`src/dcma_pkg.sv`:
```
// ----------------------------------------------------------------------------
// dcma_pkg
// Shared types and fixed widths for the dual-channel moving average.
// ----------------------------------------------------------------------------
`default_nettype none

package dcma_pkg;

    // port widths fixed by the interface
    localparam int SAMPLE_IN_W = 12;
    localparam int AVG_W       = 12;

    // divider status seen by the sequencer
    typedef struct packed {
        logic busy;
        logic done;
    } t_div_sts;

    typedef enum logic [6:0] {
        ST_IDLE       = 7'b0000001,
        ST_UPD        = 7'b0000010,
        ST_SOIL_GO    = 7'b0000100,
        ST_SOIL_WAIT  = 7'b0001000,
        ST_WATER_GO   = 7'b0010000,
        ST_WATER_WAIT = 7'b0100000,
        ST_HOLD       = 7'b1000000
    } t_state;

endpackage

`default_nettype wire

```
`src/dual_channel_moving_average.sv`:
```
// ----------------------------------------------------------------------------
// dual_channel_moving_average
// Boxcar mean of two ADC channels over the last WINDOW samples.
// ----------------------------------------------------------------------------
// Usage:
//   Input channel (i_in_valid / o_in_stall) carries one soil and one water
//   sample per beat. Output channel (o_out_valid / i_out_stall) returns one
//   beat per input beat: the truncated mean of each channel over the samples
//   held so far (count of samples until the ring first wraps, WINDOW after).
//   Both channels keep a running sum; the oldest entry is read from the ring
//   memory and replaced in the accept cycle. One restoring divider, one
//   quotient bit per cycle, is shared by the two channels in turn.
//   Running sums are SUM_W = SAMPLE_BITS + clog2(WINDOW+1) bits wide. One
//   beat is in flight at a time; o_in_stall stays high until the result is
//   loaded into the output register, so the next beat is taken only after
//   that load.
//   A result waiting under i_out_stall holds its payload; a new input beat
//   is still taken and runs until its own result needs the output register.
//   Synchronous reset clears the sums, write position and full flag, and
//   drops o_out_valid. No clearing pass is needed: old entries mask to zero.
// ----------------------------------------------------------------------------
`default_nettype none

module dual_channel_moving_average #(
    parameter int WINDOW      = 10,
    parameter int SAMPLE_BITS = 12
) (
    input  wire logic                             i_clk,
    input  wire logic                             i_rst_n,
    input  wire logic                             i_in_valid,
    output logic                                  o_in_stall,
    input  wire logic [dcma_pkg::SAMPLE_IN_W-1:0] i_soil_sample,
    input  wire logic [dcma_pkg::SAMPLE_IN_W-1:0] i_water_sample,
    output logic                                  o_out_valid,
    input  wire logic                             i_out_stall,
    output logic      [dcma_pkg::AVG_W-1:0]       o_soil_average,
    output logic      [dcma_pkg::AVG_W-1:0]       o_water_average
);
    import dcma_pkg::*;

    localparam int POS_W = (WINDOW > 1) ? $clog2(WINDOW) : 1;
    localparam int CNT_W = $clog2(WINDOW + 1);
    localparam int SUM_W = SAMPLE_BITS + CNT_W;
    localparam int QX_W  = (SUM_W > AVG_W) ? SUM_W : AVG_W;

    t_state r_state, n_state;

    logic [SAMPLE_BITS-1:0] soil_mem  [WINDOW];
    logic [SAMPLE_BITS-1:0] water_mem [WINDOW];

    logic [SAMPLE_BITS-1:0] r_new_soil, r_new_water;
    logic [SAMPLE_BITS-1:0] r_old_soil, r_old_water;
    logic [SUM_W-1:0]       r_sum_soil, r_sum_water;
    logic [POS_W-1:0]       r_pos;
    logic                   r_full;
    logic [CNT_W-1:0]       r_cnt;
    logic [AVG_W-1:0]       r_soil_q;
    logic                   r_out_valid;
    logic [AVG_W-1:0]       r_soil_avg, r_water_avg;

    logic                   in_acc;
    logic                   wrap;
    logic [SAMPLE_BITS-1:0] old_soil, old_water;
    logic                   div_start;
    logic [SUM_W-1:0]       div_dvd;
    t_div_sts               div_sts;
    logic [SUM_W-1:0]       div_q;
    logic [QX_W-1:0]        q_ext;
    logic                   out_load;

    assign in_acc   = i_in_valid && (r_state == ST_IDLE);
    assign wrap     = (r_pos == POS_W'(WINDOW - 1));
    // entries not yet written read as zero until the ring first wraps
    assign old_soil  = r_full ? r_old_soil  : '0;
    assign old_water = r_full ? r_old_water : '0;

    assign div_start = (r_state == ST_SOIL_GO) || (r_state == ST_WATER_GO);
    assign div_dvd   = (r_state == ST_WATER_GO) ? r_sum_water : r_sum_soil;
    assign q_ext     = QX_W'(div_q);
    assign out_load  = (r_state == ST_HOLD) && (!r_out_valid || !i_out_stall);

    dcma_div #(
        .SUM_W (SUM_W),
        .CNT_W (CNT_W)
    ) u_div (
        .i_clk      (i_clk),
        .i_rst_n    (i_rst_n),
        .i_start    (div_start),
        .i_dividend (div_dvd),
        .i_divisor  (r_cnt),
        .o_sts      (div_sts),
        .o_quotient (div_q)
    );

    // ring memories: old entry read and new one written in the accept cycle
    always_ff @(posedge i_clk) begin
        if (in_acc) begin
            r_old_soil       <= soil_mem[r_pos];
            r_old_water      <= water_mem[r_pos];
            soil_mem[r_pos]  <= SAMPLE_BITS'(i_soil_sample);
            water_mem[r_pos] <= SAMPLE_BITS'(i_water_sample);
            r_new_soil       <= SAMPLE_BITS'(i_soil_sample);
            r_new_water      <= SAMPLE_BITS'(i_water_sample);
        end
    end

    always_comb begin
        n_state = r_state;
        unique case (r_state)
            ST_IDLE:       if (i_in_valid) n_state = ST_UPD;
            ST_UPD:        n_state = ST_SOIL_GO;
            ST_SOIL_GO:    n_state = ST_SOIL_WAIT;
            ST_SOIL_WAIT:  if (div_sts.done) n_state = ST_WATER_GO;
            ST_WATER_GO:   n_state = ST_WATER_WAIT;
            ST_WATER_WAIT: if (div_sts.done) n_state = ST_HOLD;
            ST_HOLD:       if (out_load) n_state = ST_IDLE;
            default:       n_state = ST_IDLE;
        endcase
    end

    always_ff @(posedge i_clk) begin
        if (!i_rst_n) begin
            r_state     <= ST_IDLE;
            r_sum_soil  <= '0;
            r_sum_water <= '0;
            r_pos       <= '0;
            r_full      <= 1'b0;
            r_out_valid <= 1'b0;
        end else begin
            r_state <= n_state;
            if (r_state == ST_UPD) begin
                r_sum_soil  <= r_sum_soil + SUM_W'(r_new_soil) - SUM_W'(old_soil);
                r_sum_water <= r_sum_water + SUM_W'(r_new_water) - SUM_W'(old_water);
                if (wrap) begin
                    r_pos  <= '0;
                    r_full <= 1'b1;
                end else begin
                    r_pos <= r_pos + POS_W'(1);
                end
            end
            if (out_load) begin
                r_out_valid <= 1'b1;
            end else if (r_out_valid && !i_out_stall) begin
                r_out_valid <= 1'b0;
            end
        end
    end

    always_ff @(posedge i_clk) begin
        if (r_state == ST_UPD) begin
            r_cnt <= (r_full || wrap) ? CNT_W'(WINDOW) : CNT_W'(r_pos) + CNT_W'(1);
        end
        if ((r_state == ST_SOIL_WAIT) && div_sts.done) begin
            r_soil_q <= q_ext[AVG_W-1:0];
        end
        if (out_load) begin
            r_soil_avg  <= r_soil_q;
            r_water_avg <= q_ext[AVG_W-1:0];
        end
    end

    assign o_in_stall      = (r_state != ST_IDLE);
    assign o_out_valid     = r_out_valid;
    assign o_soil_average  = r_soil_avg;
    assign o_water_average = r_water_avg;

endmodule

`default_nettype wire

```
`src/dcma_div.sv`:
```
// ----------------------------------------------------------------------------
// dcma_div
// Restoring unsigned divider, one quotient bit per cycle.
// ----------------------------------------------------------------------------
`default_nettype none

module dcma_div #(
    parameter int SUM_W = 16,
    parameter int CNT_W = 4
) (
    input  wire logic                 i_clk,
    input  wire logic                 i_rst_n,
    input  wire logic                 i_start,
    input  wire logic [SUM_W-1:0]     i_dividend,
    input  wire logic [CNT_W-1:0]     i_divisor,
    output dcma_pkg::t_div_sts        o_sts,
    output logic      [SUM_W-1:0]     o_quotient
);
    import dcma_pkg::*;

    localparam int STEP_W = $clog2(SUM_W + 1);

    logic              r_busy, r_done;
    logic [STEP_W-1:0] r_step;
    logic [SUM_W-1:0]  r_dvd;
    logic [CNT_W-1:0]  r_dsr;
    logic [CNT_W-1:0]  r_rem;

    logic [CNT_W:0]    rem_sh;
    logic [CNT_W:0]    diff;
    logic              q_bit;

    // shift in next dividend bit, try subtract
    assign rem_sh = {r_rem, r_dvd[SUM_W-1]};
    assign diff   = rem_sh - {1'b0, r_dsr};
    assign q_bit  = ~diff[CNT_W];

    always_ff @(posedge i_clk) begin
        if (!i_rst_n) begin
            r_busy <= 1'b0;
            r_done <= 1'b0;
            r_step <= '0;
        end else begin
            r_done <= 1'b0;
            if (i_start) begin
                r_busy <= 1'b1;
                r_step <= STEP_W'(SUM_W);
            end else if (r_busy) begin
                r_step <= r_step - STEP_W'(1);
                if (r_step == STEP_W'(1)) begin
                    r_busy <= 1'b0;
                    r_done <= 1'b1;
                end
            end
        end
    end

    always_ff @(posedge i_clk) begin
        if (i_start) begin
            r_dvd <= i_dividend;
            r_dsr <= i_divisor;
            r_rem <= '0;
        end else if (r_busy) begin
            r_dvd <= {r_dvd[SUM_W-2:0], q_bit};
            r_rem <= q_bit ? diff[CNT_W-1:0] : rem_sh[CNT_W-1:0];
        end
    end

    assign o_sts.busy = r_busy;
    assign o_sts.done = r_done;
    assign o_quotient = r_dvd;

endmodule

`default_nettype wire

```
`config.mk`:
```
export PLATFORM = sky130hd
export DESIGN_NAME = dual_channel_moving_average
export DESIGN_NICKNAME = d
export VERILOG_FILES = /design/src/dcma_pkg.sv /design/src/dual_channel_moving_average.sv /design/src/dcma_div.sv
export SDC_FILE = /design/constraint.sdc
export NUM_CORES = 1
export LEC_CHECK = 0
export BUFFER_PORTS_ARGS = -buffer_cell sky130_fd_sc_hd__buf_4
export CAP_MARGIN = 20
export CORE_AREA = 5 5 195 197
export CTS_CLUSTER_DIAMETER = 150
export CTS_CLUSTER_SIZE = 20
export DETAILED_ROUTE_END_ITERATION = 16
export DIE_AREA = 0 0 200 202
export HOLD_SLACK_MARGIN = 0.12
export PLACE_DENSITY = 0.66
export SETUP_SLACK_MARGIN = 0.3
export SYNTH_ARGS = -nofsm -noshare
export SYNTH_HDL_FRONTEND = slang
export SYNTH_HIERARCHICAL = 1
export SYNTH_SLANG_ARGS = --single-unit
```
`constraint.sdc`:
```
create_clock -name i_clk -period 4.3 [get_ports i_clk]
set_input_delay 0.215 -clock i_clk [delete_from_list [all_inputs] [get_ports i_clk]]
set_output_delay 0.215 -clock i_clk [all_outputs]
set_load 0.05 [all_outputs]
```
==> flow_metrics.env <==
export IMPL_final_core_util_pct=54.5
export IMPL_vias=9732
export IMPL_crit_type="flop to flop"
export IMPL_final_nets=1406
export IMPL_die_width_um=200
export IMPL_cts_buffer_depth=3
export IMPL_area_growth_pct=10.9
export IMPL_reg2reg_slack_ns=0.86
export IMPL_fin_skew_ns=0.0467
export IMPL_min_path_cells=3
export IMPL_cts_sinks=404
export IMPL_path_buf_inv=1
export IMPL_place_congestion=0.877
export IMPL_cp_cell_sequence="and2_1, fa_1, inv_1, ha_1, a21oi_1, o21ai_1, a21o_1, and3_4, o311a_1, or3_1, and3_1"
export IMPL_cts_buffers=24
export IMPL_fmax_mhz=290
export IMPL_wl_per_cell_um=18.4
export IMPL_final_area_um2=19700
export IMPL_drive_gt1_share_pct=14.3
export IMPL_path_clk_slew_ns=0.09
export IMPL_finalPower_mw=8.33
export IMPL_die_area_um2=40400
export IMPL_post_place_cells=1727
export IMPL_dr_pass1_iters=5
export IMPL_reg2reg_depth=11
export IMPL_viasPerCell=5.42
export IMPL_grt_max_degree=66
export IMPL_drc=0
export IMPL_start_util_pct=49.2
export IMPL_grt_usage_pct=16.6
export IMPL_antenna_found_initial=0
export IMPL_required_ns=4.77
export IMPL_hpwl_mm=21.3
export IMPL_cts_root_buf="clkbuf_16"
export IMPL_syn_area_um2=17700
export IMPL_hold_path_class="input pin to flop"
export IMPL_crit_arrival_ns=3.91
export IMPL_row_count=70
export IMPL_p_leak_nw=6.85
export IMPL_antenna_diode_count=0
export IMPL_tightest_slew_ns=0.839
export IMPL_whs_ns=0.173
export IMPL_drtIter0Drc=558
export IMPL_maxSlewHeadroom_pct=44.0
export IMPL_syn_area_per_cell_um2=14.4
export IMPL_htreeDepth=1
export IMPL_cp_slowest_cell="dfxtp_1"
export IMPL_setup_viol=0
export IMPL_ys_warn_count=6
export IMPL_min_period_ns=3.44
export IMPL_peakVddDrop_v=0.000317
export IMPL_drv_slew=0
export IMPL_dpl_cell_area_um2=18700
export IMPL_power_density_nw_per_um2=423
export IMPL_grt_pass1_wl_mm=53.5
export IMPL_crit_family="simple AND/OR/NAND/NOR gates"
export IMPL_preCtsSetupSlack_ns=0.804
export IMPL_syn_nets=1328
export IMPL_syn_inst=1233
export IMPL_antenna_left=0
export IMPL_numPortBuffers=53
export IMPL_die_h_um=202
export IMPL_status="finished, final reports clean"
export IMPL_insertion_delay_ns=0.56
export IMPL_cp_max_fo=28
export IMPL_max_cap_violations=0
export IMPL_cp_end_kind="flop"
export IMPL_hold_viol=0
export IMPL_crit_path_max_incr_delay_ns=0.87
export IMPL_pin_count=54
export IMPL_fin_cells=1797
export IMPL_min_to="r_state[6]"
export IMPL_postLayoutSetupSlackWorst_ns=0.856
export IMPL_period_share_pct=80.1
export IMPL_core_area_um2=36100
export IMPL_hold_path_startpoint="i_rst_n"
export IMPL_crit_path_start_kind="flop"
export IMPL_reg2reg_to="r_sum_soil[15]"
export IMPL_r2r_start="r_full"
export IMPL_cts_resized=0
export IMPL_overflow=0
export IMPL_tns_ns=0
export IMPL_grt_setup_unrepaired="no"
export IMPL_finalWirelength_mm=33.1
export IMPL_cts_tree="built"
export IMPL_grt_pass1_vias=9715
-- registers in the layout (all words and copies together), names as in the netlist, 5 cells and up --
register,flops
o_soil_average,12
water_mem,120
r_sum_soil,16
r_old_soil,12
r_state,7
soil_mem,120
o_water_average,12
u_div/o_quotient,16
r_sum_water,16
u_div/r_step,5
r_new_water,12
r_soil_q,12
r_new_soil,12
r_old_water,12
-- repair_timing --
action / in CTS / in global routing
hold buffers: 26 / 0
hold endpoints to repair: 266 / 0
buffers inserted: 0 / 0
setup endpoints to repair: 0 / 0
-- layout make-up --
type	count	area [um^2]
clock inverters	2	32.5
repair buffers	105	866
flip-flops and latches	404	11600
fillers	2966	16400
multi-input cells	657	5500
well taps	468	586
clock buffers	42	668
inverters	119	447
-- layer usage --
layer	track usage [%]	vias to the layer above	wire length (um)
li1	-	4687	-
met1	23.9	4811	15000
met2	26.5	187	15300
met3	2.20	47	1590
met4	5.24	0	1180
met5	0	-	0
-- worst max-delay path by stage --
stage,cells past startpoint,from,to
floorplan,6,r_state[6],soil_mem[8][0]
global placement,11,r_full,r_sum_soil[15]
detailed placement,11,r_full,r_sum_soil[15]
CTS,11,r_full,r_sum_soil[15]
global route,11,r_full,r_sum_water[15]
finish,11,r_full,r_sum_soil[15]
-- placed cells by master (no fill, tap or decap), types with 13 or more instances in the layout --
cell type	n
edfxtp_1	348
inv_1	118
nand2_1	79
buf_4	78
a21oi_1	52
dfxtp_1	52
mux4_2	48
and2_1	45
o21ai_0	44
ha_1	42
nor2_1	34
nor2b_1	33
a211oi_1	30
mux2i_1	27
dlygate4sd3_1	26
fa_1	25
clkbuf_16	24
nand3_1	18
clkbuf_1	18
mux2_2	16
xnor2_1	13
-- power by group --
| group | switching [mW] | total [mW] | internal, mW | leakage (nW) |
|---|---|---|---|---|
| clock network | 1.23 | 2.30 | 1.07 | 0.331 |
| registers | 0.103 | 4.56 | 4.45 | 3.62 |
| logic | 0.836 | 1.47 | 0.635 | 2.90 |
| total | 2.17 | 8.33 | 6.16 | 6.85 |
-- tightest hold or removal path: cells and delay by family --
kind	cells	cell delay, ns
simple gates	2	0.17
buf+inv	1	0.29
Power figures use the tool's default switching activity.
